**src/hdl/bqeq_pkg.sv**
```systemverilog
// ----------------------------------------------------------------------------
// bqeq_pkg
// Shared types and constants of the cascaded biquad equaliser.
// ----------------------------------------------------------------------------
`default_nettype none

package bqeq_pkg;

  // Fixed-point constants
  localparam int                 COEFS_PER_SECTION = 5;
  localparam logic signed [31:0] COEF_ONE          = 32'sh1000_0000;  // 1.0 in Q4.28
  localparam logic [23:0]        GAIN_UNITY        = 24'd2097152;     // 1.0 in Q3.21
  localparam logic [24:0]        GAIN_SETTLE_LSB   = 25'd2;
  localparam logic [23:0]        ALPHA_RESET       = 24'd10918;

  // Input command codes
  localparam logic CMD_SAMPLE = 1'b0;
  localparam logic CMD_COEF   = 1'b1;

  // Coefficient slots within a section
  localparam logic [2:0] SLOT_B0 = 3'd0;
  localparam logic [2:0] SLOT_B1 = 3'd1;
  localparam logic [2:0] SLOT_B2 = 3'd2;
  localparam logic [2:0] SLOT_A1 = 3'd3;
  localparam logic [2:0] SLOT_A2 = 3'd4;

  // MAC sequencing: last step of the five-product pipeline
  localparam logic [2:0] MAC_LAST_STEP = 3'd6;

  // Configuration register indexes
  localparam logic [1:0] CFG_IDX_SECTIONS = 2'd0;
  localparam logic [1:0] CFG_IDX_ALPHA    = 2'd1;

  // Controller states
  typedef enum logic [3:0] {
    S_IDLE,
    S_DECODE,
    S_GAIN_MUL,
    S_GAIN_UPD,
    S_RD_X1,
    S_RD_X2,
    S_X_FIN,
    S_RD_Y1,
    S_RD_Y2,
    S_CAP_Y2,
    S_MAC,
    S_SEC_WB,
    S_APP_MUL,
    S_OUT
  } state_e;

  // Datapath operations
  typedef enum logic [3:0] {
    OP_NOP,
    OP_LOAD,
    OP_COEF_WR,
    OP_GAIN_MUL,
    OP_GAIN_UPD,
    OP_RD_X1,
    OP_RD_X2,
    OP_X_FIN,
    OP_RD_Y1,
    OP_RD_Y2,
    OP_CAP_Y2,
    OP_MAC,
    OP_SEC_WB,
    OP_APP_MUL,
    OP_OUT
  } dp_op_e;

  // Controller to datapath command
  typedef struct packed {
    dp_op_e     op;
    logic [2:0] mac_step;
    logic       sec_active;
  } dp_cmd_t;

  // Datapath to controller status
  typedef struct packed {
    logic       is_coef;
    logic       new_frame;
    logic       ch_ok;
    logic       out_free;
    logic [3:0] active_sections;
  } dp_status_t;

endpackage

`default_nettype wire

```
**src/hdl/bqeq_ctrl.sv**
```systemverilog
// ----------------------------------------------------------------------------
// bqeq_ctrl
// Sequencer of the equaliser: writes coefficients; walks each sample through
// gain step (new frame only), delay fetch, per-section MAC and gain application.
// ----------------------------------------------------------------------------
`default_nettype none

module bqeq_ctrl #(
  parameter  int MAX_SECTIONS = 8,
  localparam int SecW = (MAX_SECTIONS > 1) ? $clog2(MAX_SECTIONS) : 1
) (
  input  wire logic                 clk_i,
  input  wire logic                 rst_ni,
  input  wire logic                 in_valid_i,
  output logic                      in_ready_o,
  input  wire bqeq_pkg::dp_status_t status_i,
  output bqeq_pkg::dp_cmd_t         cmd_o,
  output logic [SecW-1:0]           sec_o
);
  import bqeq_pkg::*;

  state_e          state_q, state_d;
  logic [SecW-1:0] sec_q, sec_d;
  logic [2:0]      step_q, step_d;
  logic            sec_active;
  logic            sec_last;

  assign sec_active = int'(sec_q) < int'(status_i.active_sections);
  assign sec_last   = int'(sec_q) == (MAX_SECTIONS - 1);
  assign sec_o      = sec_q;

  // State and counters
  always_ff @(posedge clk_i or negedge rst_ni) begin
    if (!rst_ni) begin
      state_q <= S_IDLE;
      sec_q   <= '0;
      step_q  <= '0;
    end else begin
      state_q <= state_d;
      sec_q   <= sec_d;
      step_q  <= step_d;
    end
  end

  // Next state and commands
  always_comb begin
    state_d            = state_q;
    sec_d              = sec_q;
    step_d             = step_q;
    in_ready_o         = 1'b0;
    cmd_o.op           = OP_NOP;
    cmd_o.mac_step     = step_q;
    cmd_o.sec_active   = sec_active;
    unique case (state_q)
      S_IDLE: begin
        in_ready_o = 1'b1;
        if (in_valid_i) begin
          cmd_o.op = OP_LOAD;
          state_d  = S_DECODE;
        end
      end
      S_DECODE: begin
        sec_d  = '0;
        step_d = '0;
        if (status_i.is_coef) begin
          cmd_o.op = OP_COEF_WR;
          state_d  = S_IDLE;
        end else if (status_i.new_frame) begin
          state_d = S_GAIN_MUL;
        end else if (status_i.ch_ok) begin
          state_d = S_RD_X1;
        end else begin
          state_d = S_IDLE;
        end
      end
      S_GAIN_MUL: begin
        cmd_o.op = OP_GAIN_MUL;
        state_d  = S_GAIN_UPD;
      end
      S_GAIN_UPD: begin
        cmd_o.op = OP_GAIN_UPD;
        state_d  = status_i.ch_ok ? S_RD_X1 : S_IDLE;
      end
      S_RD_X1: begin
        cmd_o.op = OP_RD_X1;
        state_d  = S_RD_X2;
      end
      S_RD_X2: begin
        cmd_o.op = OP_RD_X2;
        state_d  = S_X_FIN;
      end
      S_X_FIN: begin
        cmd_o.op = OP_X_FIN;
        state_d  = S_RD_Y1;
      end
      S_RD_Y1: begin
        cmd_o.op = OP_RD_Y1;
        state_d  = S_RD_Y2;
      end
      S_RD_Y2: begin
        cmd_o.op = OP_RD_Y2;
        state_d  = S_CAP_Y2;
      end
      S_CAP_Y2: begin
        cmd_o.op = OP_CAP_Y2;
        step_d   = '0;
        state_d  = sec_active ? S_MAC : S_SEC_WB;
      end
      S_MAC: begin
        cmd_o.op = OP_MAC;
        if (step_q == MAC_LAST_STEP) begin
          step_d  = '0;
          state_d = S_SEC_WB;
        end else begin
          step_d = step_q + 3'd1;
        end
      end
      S_SEC_WB: begin
        cmd_o.op = OP_SEC_WB;
        if (sec_last) begin
          sec_d   = '0;
          state_d = S_APP_MUL;
        end else begin
          sec_d   = sec_q + SecW'(1);
          state_d = S_RD_Y1;
        end
      end
      S_APP_MUL: begin
        cmd_o.op = OP_APP_MUL;
        state_d  = S_OUT;
      end
      S_OUT: begin
        // hold until the output register can take the result
        if (status_i.out_free) begin
          cmd_o.op = OP_OUT;
          state_d  = S_IDLE;
        end
      end
      default: begin
        state_d = S_IDLE;
      end
    endcase
  end

endmodule

`default_nettype wire

```
**config.mk**
```make
export PLATFORM = sky130hd
export DESIGN_NAME = bqeq_ctrl
export DESIGN_NICKNAME = d
export VERILOG_FILES = /design/src/hdl/bqeq_pkg.sv /design/src/hdl/bqeq_ctrl.sv
export SDC_FILE = /design/constraint.sdc
export NUM_CORES = 1
export LEC_CHECK = 0
export BUFFER_PORTS_ARGS = -buffer_cell sky130_fd_sc_hd__buf_2
export CORE_MARGIN = 1
export CORE_UTILIZATION = 54
export CTS_CLUSTER_SIZE = 40
export DETAILED_ROUTE_END_ITERATION = 6
export GPL_TIMING_DRIVEN = 0
export HOLD_SLACK_MARGIN = 0.06
export PLACE_DENSITY = 0.93
export SETUP_SLACK_MARGIN = 0.02
export SYNTH_ARGS = -nofsm -noshare
export SYNTH_HDL_FRONTEND = slang
export SYNTH_SLANG_ARGS = --single-unit
```
**constraint.sdc**
```tcl
create_clock -name clk_i -period 3.3 [get_ports clk_i]
set_input_delay 0.33 -clock clk_i [delete_from_list [all_inputs] [get_ports clk_i]]
set_output_delay 0.33 -clock clk_i [all_outputs]
set_load 0.02 [all_outputs]
```
=== Word-level counts from Yosys, hierarchy flattened ===
Index checks and enable logic that the tools add are counted.

* Bits in registers: 10
* Input bits: 11
* Logic and storage cells: 47

* $add $sub $neg: 2
* Order comparisons: 1
* Eq/ne operators: 18
* Mux-type cells: 18
* Reduce and logical (&&, ||, !) cells: 5

{| class="wikitable"
|+ Operators by type and width
! cell !! count
|-
| $pmux W4 S14 || 2
|-
| $eq A4 B4 Y1 const B || 6
|-
| $mux W4 || 5
|-
| $eq A4 B3 Y1 const B || 4
|-
| $mux W3 || 5
|-
| $pmux W3 S2 || 2
|-
| $eq A4 B2 Y1 const B || 2
|-
| $add A3 B1 Y3 const B || 2
|-
| $ne A2 B2 Y1 const B || 3
|-
| $eq A4 B1 Y1 const B || 1
|-
| $logic_not A4 Y1 || 1
|-
| $lt A3 B4 Y1 || 1
|-
| $reduce_bool A2 Y1 || 2
|-
| $eq A3 B1 Y1 const B || 1
|-
| $eq A3 B3 Y1 const B || 1
|-
| $mux W1 || 3
|-
| $reduce_and A3 Y1 || 1
|-
| $mux W2 || 1
|-
| $reduce_or A2 Y1 || 1
|}

=== Logic depth before layout (Yosys ltp) ===
Gate-level depths: netlist of run 1.

* Depth in word-level cells: 4
* Gate-level depth with buffers: 6
* Gate-level depth less buffers: 6

=== Worst setup path after synthesis of run 1 ===
Ideal clock, no wire load.

* Path kind: reg2out
* Start point: register state_q[1]
* End point: output port cmd_o[6] in the netlist's numbering
* Arrival time: 1.251 ns
* Path slack: 1.719 ns
* Cell stages (with the launch flop): 6
* Buffers on the path: 2
* Cell sequence: dfrtp_1 > buf_4 > buf_4 > o21ai_1 > nand2_1 > a21oi_1

{| class="wikitable"
|+ RTL lines
! element !! line !! text
|-
| start, declared || bqeq_ctrl.sv:22 || <nowiki>state_e state_q, state_d;</nowiki>
|-
| start signal, assigned || bqeq_ctrl.sv:39 || <nowiki>state_q <= state_d;</nowiki>
|-
| end, declared || bqeq_ctrl.sv:17 || <nowiki>output bqeq_pkg::dp_cmd_t cmd_o,</nowiki>
|}

=== Final worst setup path of run 1 ===
* Start point: register sec_q[2] (netlist: sec_o[2])
* End point: output port cmd_o[0] in the netlist's numbering

* Word-level cells in the longest chain between the ends: 1

{| class="wikitable"
|+ Ends and longest elaborated chain
! element !! line !! text
|-
| start, declared || bqeq_ctrl.sv:23 || <nowiki>logic [SecW-1:0] sec_q, sec_d;</nowiki>
|-
| start signal, assigned || bqeq_ctrl.sv:36 || <nowiki>sec_q <= '0;</nowiki>
|-
| start signal, assigned || bqeq_ctrl.sv:40 || <nowiki>sec_q <= sec_d;</nowiki>
|-
| $lt A3 B4 Y1 || bqeq_ctrl.sv:28 || <nowiki>assign sec_active = int'(sec_q) < int'(status_i.active_sections);</nowiki>
|}

Every way passes these cells.

==> results of run 1 <==
[sequential cells by signal, indices dropped and copies added (netlist names)]
name / flops
sec_o: 3
state_q: 4
step_q: 3
[per-layer routing]
| layer | wire length (um) | up-vias | global-route usage |
|---|---|---|---|
| met3 | 160 | 5 | 0.0479 |
| met1 | 937 | 434 | 0.344 |
| met4 | 33 | 0 | 0.145 |
| li1 | - | 429 | - |
| met5 | 0 | - | 0 |
| met2 | 1090 | 49 | 0.551 |
[power by group]
part           switching [mW]  internal [mW]  leakage (nW)
Combinational           0.398          0.250         0.349
Clock                  0.0479         0.0424        0.0138
Sequential             0.0483          0.168         0.130
Total                   0.494          0.461         0.493
[cell usage after synthesis]
| library cell | n |
|---|---|
| a21oi_1 | 10 |
| a22o_1 | 4 |
| a32o_1 | 1 |
| a41oi_1 | 1 |
| and3_1 | 1 |
| and4bb_4 | 1 |
| buf_2 | 5 |
| buf_4 | 3 |
| buf_6 | 1 |
| dfrtp_1 | 10 |
| ha_1 | 4 |
| inv_1 | 5 |
| inv_2 | 1 |
| mux2i_1 | 1 |
| nand2_1 | 11 |
| nand2b_1 | 1 |
| nand3_1 | 3 |
| nand3b_1 | 2 |
| nand4_1 | 3 |
| nor2_1 | 6 |
| nor2b_1 | 6 |
| nor2b_2 | 1 |
| nor3_1 | 1 |
| nor3b_1 | 1 |
| nor3b_2 | 1 |
| nor4_1 | 1 |
| nor4_2 | 1 |
| o2111ai_1 | 2 |
| o21ai_0 | 3 |
| o21ai_1 | 11 |
| o31ai_1 | 2 |
| or2_1 | 1 |
[final cells by class]
| class | instances | area share |
|---|---|---|
| well taps | 15 | 0.0188 |
| plain buffers | 9 | 0.0590 |
| inverters | 6 | 0.0226 |
| repair buffers | 23 | 0.120 |
| multi-input cells | 80 | 0.506 |
| flip-flops and latches | 10 | 0.251 |
| clock buffers | 3 | 0.0226 |
[logic make-up (layout without fill, tap and decap cells)]
logic type,Yosys count,in the layout,share of synthesized area
buf+inv,15,41,0.0973
flops,10,10,0.299
simple gates,41,41,0.284
fa+ha+maj,4,4,0.0599
compound gates,34,34,0.247
mux,1,1,0.0120
[layout by cell type (no fill, tap or decap), drive strengths merged, types with 2 or more instances in the layout]
cell / synthesis / routed
dfrtp: 10 / 10
nor2: 6 / 6
nand3: 3 / 3
nand4: 3 / 3
nor3b: 2 / 2
o2111ai: 2 / 2
a21oi: 10 / 10
clkbuf: 0 / 3
ha: 4 / 4
a22o: 4 / 4
nand2: 11 / 11
o21ai: 14 / 14
inv: 6 / 6
nand3b: 2 / 2
nor4: 2 / 2
buf: 9 / 31
nor2b: 7 / 7
o31ai: 2 / 2
[worst max-delay path, delay by kind of cell (launching register included)]
family                     cells  cell delay (ns)
AOI/OAI and AO/OA              1             0.24
adders and majority gates      1             0.32
buffers and inverters          2             0.27
DFF                            1             0.43
and+or+nand+nor                2             0.14
[stage by stage]
step / setup slack (ns) / hold WS, ns / util / area (um^2) / cells
after CTS: 1.26 / 0.328 / 0.730 / 997 / 146
after global routing: 1.15 / 0.334 / 0.730 / 997 / 146
after floorplan: 1.72 / 0.0344 / - / 836 / 105
final: 1.29 / 0.325 / 0.730 / 997 / 146
after global placement: 1.63 / 0.205 / 0.706 / 965 / 142
after detailed placement: 1.56 / 0.208 / 0.706 / 965 / 142
[final timing paths]
check                                 startpoint                      to  depth (start not counted)
min reg2reg                step_q[2]$_DFFE_PN0P_   step_q[2]$_DFFE_PN0P_                          1
max reg2reg                 sec_o[0]$_DFFE_PN0P_  state_q[0]$_DFFE_PN0P_                          6
max in group asynchronous                 rst_ni   step_q[1]$_DFFE_PN0P_                          2
min                                  status_i[5]  state_q[2]$_DFFE_PN0P_                          3
max                         sec_o[2]$_DFFE_PN0P_                cmd_o[0]                          6
min in group asynchronous                 rst_ni    sec_o[2]$_DFFE_PN0P_                          2
[repair_timing]
action / in CTS / in global routing
setup endpoints to repair: 0 / 0
hold endpoints to repair: 10 / 0
hold buffers: 1 / 0
==> results.sh, run 1 <==
export IMPL_run_status="finished clean"
export IMPL_fmax_mhz=497
export IMPL_finalClockSkew_ns=0.00318
export IMPL_crit_type="reg2out"
export IMPL_p_leak_nw=0.493
export IMPL_synth_area_um2=836
export IMPL_grt_max_degree=11
export IMPL_setup_tns_ns=0
export IMPL_finalHoldViolCount=0
export IMPL_grt_pass1_vias=799
export IMPL_hp_class="in2reg"
export IMPL_cts_sinks=10
export IMPL_setup_viol=0
export IMPL_drc_errors=0
export IMPL_syn_area_per_cell_um2=7.96
export IMPL_worstMarginPinSlew_ns=0.332
export IMPL_ys_seq_area_frac=0.299
export IMPL_vias_per_cell=6.28
export IMPL_num_vias=917
export IMPL_rsz0062_at_grt="no"
export IMPL_synth_cell_types=32
export IMPL_gp_congestion=0.851
export IMPL_antenna_cells=0
export IMPL_slowest_stage="dfrtp_1"
export IMPL_routed_wl_um=2230
export IMPL_fp_row_count=13
export IMPL_crit_fanout=5
export IMPL_multi_input_area_um2=504
export IMPL_post_cts_resized=0
export IMPL_clock_tree_root_cell="clkbuf_4"
export IMPL_ioPinCount=23
export IMPL_crit_top_cell="nand2_1"
export IMPL_critPathCaptureType="output pin"
export IMPL_setup_worst_path_start_class="flop"
export IMPL_antenna_found_initial=0
export IMPL_finalCritPeriodShare=0.610
export IMPL_power_total_mw=0.955
export IMPL_die_area_um2=1710
export IMPL_final_nets=148
export IMPL_hpwl_um=1610
export IMPL_synth_top_area_cell="dfrtp_1"
export IMPL_synth_net_count=120
export IMPL_synth_top_area_frac=0.299
export IMPL_grt_pass1_wl_um=3330
export IMPL_min_period_ns=2.01
export IMPL_relSlewSlack=0.777
export IMPL_first_pass_iters=4
export IMPL_powerDensity_nw_per_um2=958
export IMPL_grtUsageTotal=0.304
export IMPL_insertion_delay_ns=0.28
export IMPL_required_ns=2.97
export IMPL_core_area_um2=1370
export IMPL_fill_cells=121
export IMPL_syn_inst=105
export IMPL_reg2reg_slack_ns=1.78
export IMPL_clockBufferDepth=2
export IMPL_cap_violations=0
export IMPL_drtIter0Drc=35
export IMPL_dieWidth_um=41.3
export IMPL_wl_per_cell_um=15.2
export IMPL_cp_cell_sequence="ha_1 > nand2_1 > o21ai_0 > nand2_1 > buf_4 > buf_2"
export IMPL_ant_nets=0
export IMPL_syn_to_final_growth_pct=19.3
export IMPL_start_util=0.612
export IMPL_arrival_ns=1.68
export IMPL_die_h_um=41.3
export IMPL_clkTransAtPathRegs_ns=0.07
export IMPL_synth_seq_cells=10
export IMPL_slowest_delay_ns=0.43
export IMPL_numCtsBuffers=3
export IMPL_cts_htree_levels=1
export IMPL_port_buffers=22
export IMPL_ys_warn_count=0
export IMPL_max_vdd_ir_drop_mv=0.480
export IMPL_post_cts_buffers=0
export IMPL_cts_tree="built"
export IMPL_drive_gt1_frac=0.298
export IMPL_synth_area_leaders="dfrtp_1 (30%), o21ai_1 (6.6%), a21oi_1 (6.0%), ha_1 (6.0%), nand2_1 (4.9%)"
export IMPL_slew_viol_final=0
export IMPL_regArea_um2=250
export IMPL_gr_total_overflow=0
(Power assumes the default switching activity.)
==> inputs of run 2 (changes only) <==
--- a/config.mk
+++ b/config.mk
@@ -6,13 +6,14 @@
 export NUM_CORES = 1
 export LEC_CHECK = 0
 export BUFFER_PORTS_ARGS = -buffer_cell sky130_fd_sc_hd__buf_2
+export CORE_ASPECT_RATIO = 0.8
 export CORE_MARGIN = 1
-export CORE_UTILIZATION = 54
+export CORE_UTILIZATION = 50
 export CTS_CLUSTER_SIZE = 40
 export DETAILED_ROUTE_END_ITERATION = 6
 export GPL_TIMING_DRIVEN = 0
 export HOLD_SLACK_MARGIN = 0.06
-export PLACE_DENSITY = 0.93
+export PLACE_DENSITY = 0.88
 export SETUP_SLACK_MARGIN = 0.02
 export SYNTH_ARGS = -nofsm -noshare
 export SYNTH_HDL_FRONTEND = slang
==> constraint.sdc (replaced) <==
create_clock -name clk_i -period 2 [get_ports clk_i]
set_input_delay 0.2 -clock clk_i [delete_from_list [all_inputs] [get_ports clk_i]]
set_output_delay 0.2 -clock clk_i [all_outputs]
set_load 0.02 [all_outputs]
==> run 2 against run 1 <==
  * Register-to-register slack worse by 1.3 ns
  * Critical path type unchanged
  * Power grew 69%
  * Core utilization shrank 3.8 points
==> results.sh, run 2 (synthesis results as in run 1) <==
export IMPL_finalClockSkew_ns=0.00473
export IMPL_gp_congestion=0.845
export IMPL_dieWidth_um=47.7
export IMPL_die_area_um2=1840
export IMPL_fin_util=0.692
export IMPL_arrival_ns=1.62
export IMPL_gr_total_overflow=0
export IMPL_fin_ws_ns=0.177
export IMPL_finalHoldViolCount=0
export IMPL_start_util=0.568
export IMPL_clock_tree_root_cell="clkbuf_4"
export IMPL_antenna_cells=0
export IMPL_fp_row_count=12
export IMPL_cap_violations=0
export IMPL_antenna_found_initial=0
export IMPL_cts_htree_levels=1
export IMPL_num_vias=878
export IMPL_routed_wl_um=2130
export IMPL_setup_tns_ns=0
export IMPL_relSlewSlack=0.815
export IMPL_grt_pass1_wl_um=3540
export IMPL_clkTransAtPathRegs_ns=0.08
export IMPL_post_cts_buffers=0
export IMPL_drtIter0Drc=29
export IMPL_setup_worst_path_start_class="flop"
export IMPL_die_h_um=38.6
export IMPL_numCtsBuffers=3
export IMPL_finalCritPeriodShare=0.912
export IMPL_rr_startpoint="sec_o[0]$_DFFE_PN0P_"
export IMPL_cts_sinks=10
export IMPL_whs_ns=0.228
export IMPL_setup_viol=0
export IMPL_drive_gt1_frac=0.303
export IMPL_grt_max_degree=11
export IMPL_ant_nets=0
export IMPL_wl_per_cell_um=13.9
export IMPL_grtUsageTotal=0.285
export IMPL_cts_tree="built"
export IMPL_p_leak_nw=0.500
export IMPL_powerDensity_nw_per_um2=1590
export IMPL_max_vdd_ir_drop_mv=0.847
export IMPL_largest_reg_flops=4
export IMPL_slew_viol_final=0
export IMPL_vias_per_cell=5.74
export IMPL_critPathCaptureType="output pin"
export IMPL_rsz0062_at_grt="no"
export IMPL_crit_fanout=5
export IMPL_hp_class="in2reg"
export IMPL_run_status="finished clean"
export IMPL_insertion_delay_ns=0.28
export IMPL_grt_pass1_vias=791
export IMPL_port_buffers=22
export IMPL_final_nets=148
export IMPL_final_cell_mix="buf_2 (27), o21ai_1 (12), nand2_1 (11)"
export IMPL_core_area_um2=1470
export IMPL_top_register="state_q"
export IMPL_final_area_um2=1020
export IMPL_instances_no_fill=153
export IMPL_crit_type="reg2out"
export IMPL_clockBufferDepth=2
export IMPL_worst_hold_startpoint="status_i[5]"
export IMPL_syn_to_final_growth_pct=21.9
export IMPL_power_total_mw=1.62
export IMPL_min_period_ns=1.82
export IMPL_fmax_mhz=548
export IMPL_drc_errors=0
export IMPL_dp_cells=148
export IMPL_first_pass_iters=4
export IMPL_worstMarginPinSlew_ns=0.276
export IMPL_place_worst_setup_slack_ns=0.411
export IMPL_ioPinCount=23
export IMPL_placed_area_um2=972
export IMPL_required_ns=1.80
export IMPL_hpwl_um=1610
export IMPL_final_common_cell="buf_2"
export IMPL_startpoint="sec_o[2]$_DFFE_PN0P_"
[run 2: worst max-delay path: stages (launching register included)]
cell	delay [ns]
dfrtp_1	0.44
ha_1	0.32
a21oi_1	0.16
o21ai_1	0.11
nand2_1	0.08
buf_4	0.09
buf_2	0.14
[run 2: layer usage]
metal | GRT usage | part of all wire | wire length, um | vias up
li1 | - | - | - | 431
met1 | 0.386 | 0.45 | 955 | 426
met2 | 0.432 | 0.50 | 1060 | 21
met3 | 0.112 | 0.053 | 112 | 0
met4 | 0.0417 | 0 | 0 | 0
met5 | 0 | 0 | 0 | -
[run 2: area by class of cell]
cell class                      instances  area, um^2
Fill cell                             133         453
Inverter                                6        22.5
Clock buffer                            4        36.3
Multi-Input combinational cell         80         504
Sequential cell                        10         250
Tap cell                               21        26.3
Timing Repair Buffer                   23         120
Buffer                                  9        58.8
[run 2: final timing paths]
check,endpoint,cells after the start,slack (ns)
worst max-delay path,cmd_o[0],6,0.18
worst min-delay path,state_q[2]$_DFFE_PN0P_,3,0.23
worst min register to register,step_q[2]$_DFFE_PN0P_,1,0.56
min in group asynchronous,state_q[1]$_DFFE_PN0P_,2,0.29
worst max register to register,sec_o[0]$_DFFE_PN0P_,6,0.48
max in group asynchronous,step_q[0]$_DFFE_PN0P_,2,1.51
[run 2: repair_timing]
action,in CTS,in global routing
gates resized for setup,0,1
setup endpoints to repair,0,1
hold buffers,1,0
hold endpoints to repair,10,0
[run 2: power by group]
part / total (mW) / switching, mW / internal, mW
logic: 1.06 / 0.650 / 0.414
clock network: 0.196 / 0.0855 / 0.111
registers: 0.356 / 0.0785 / 0.277
total: 1.62 / 0.814 / 0.802
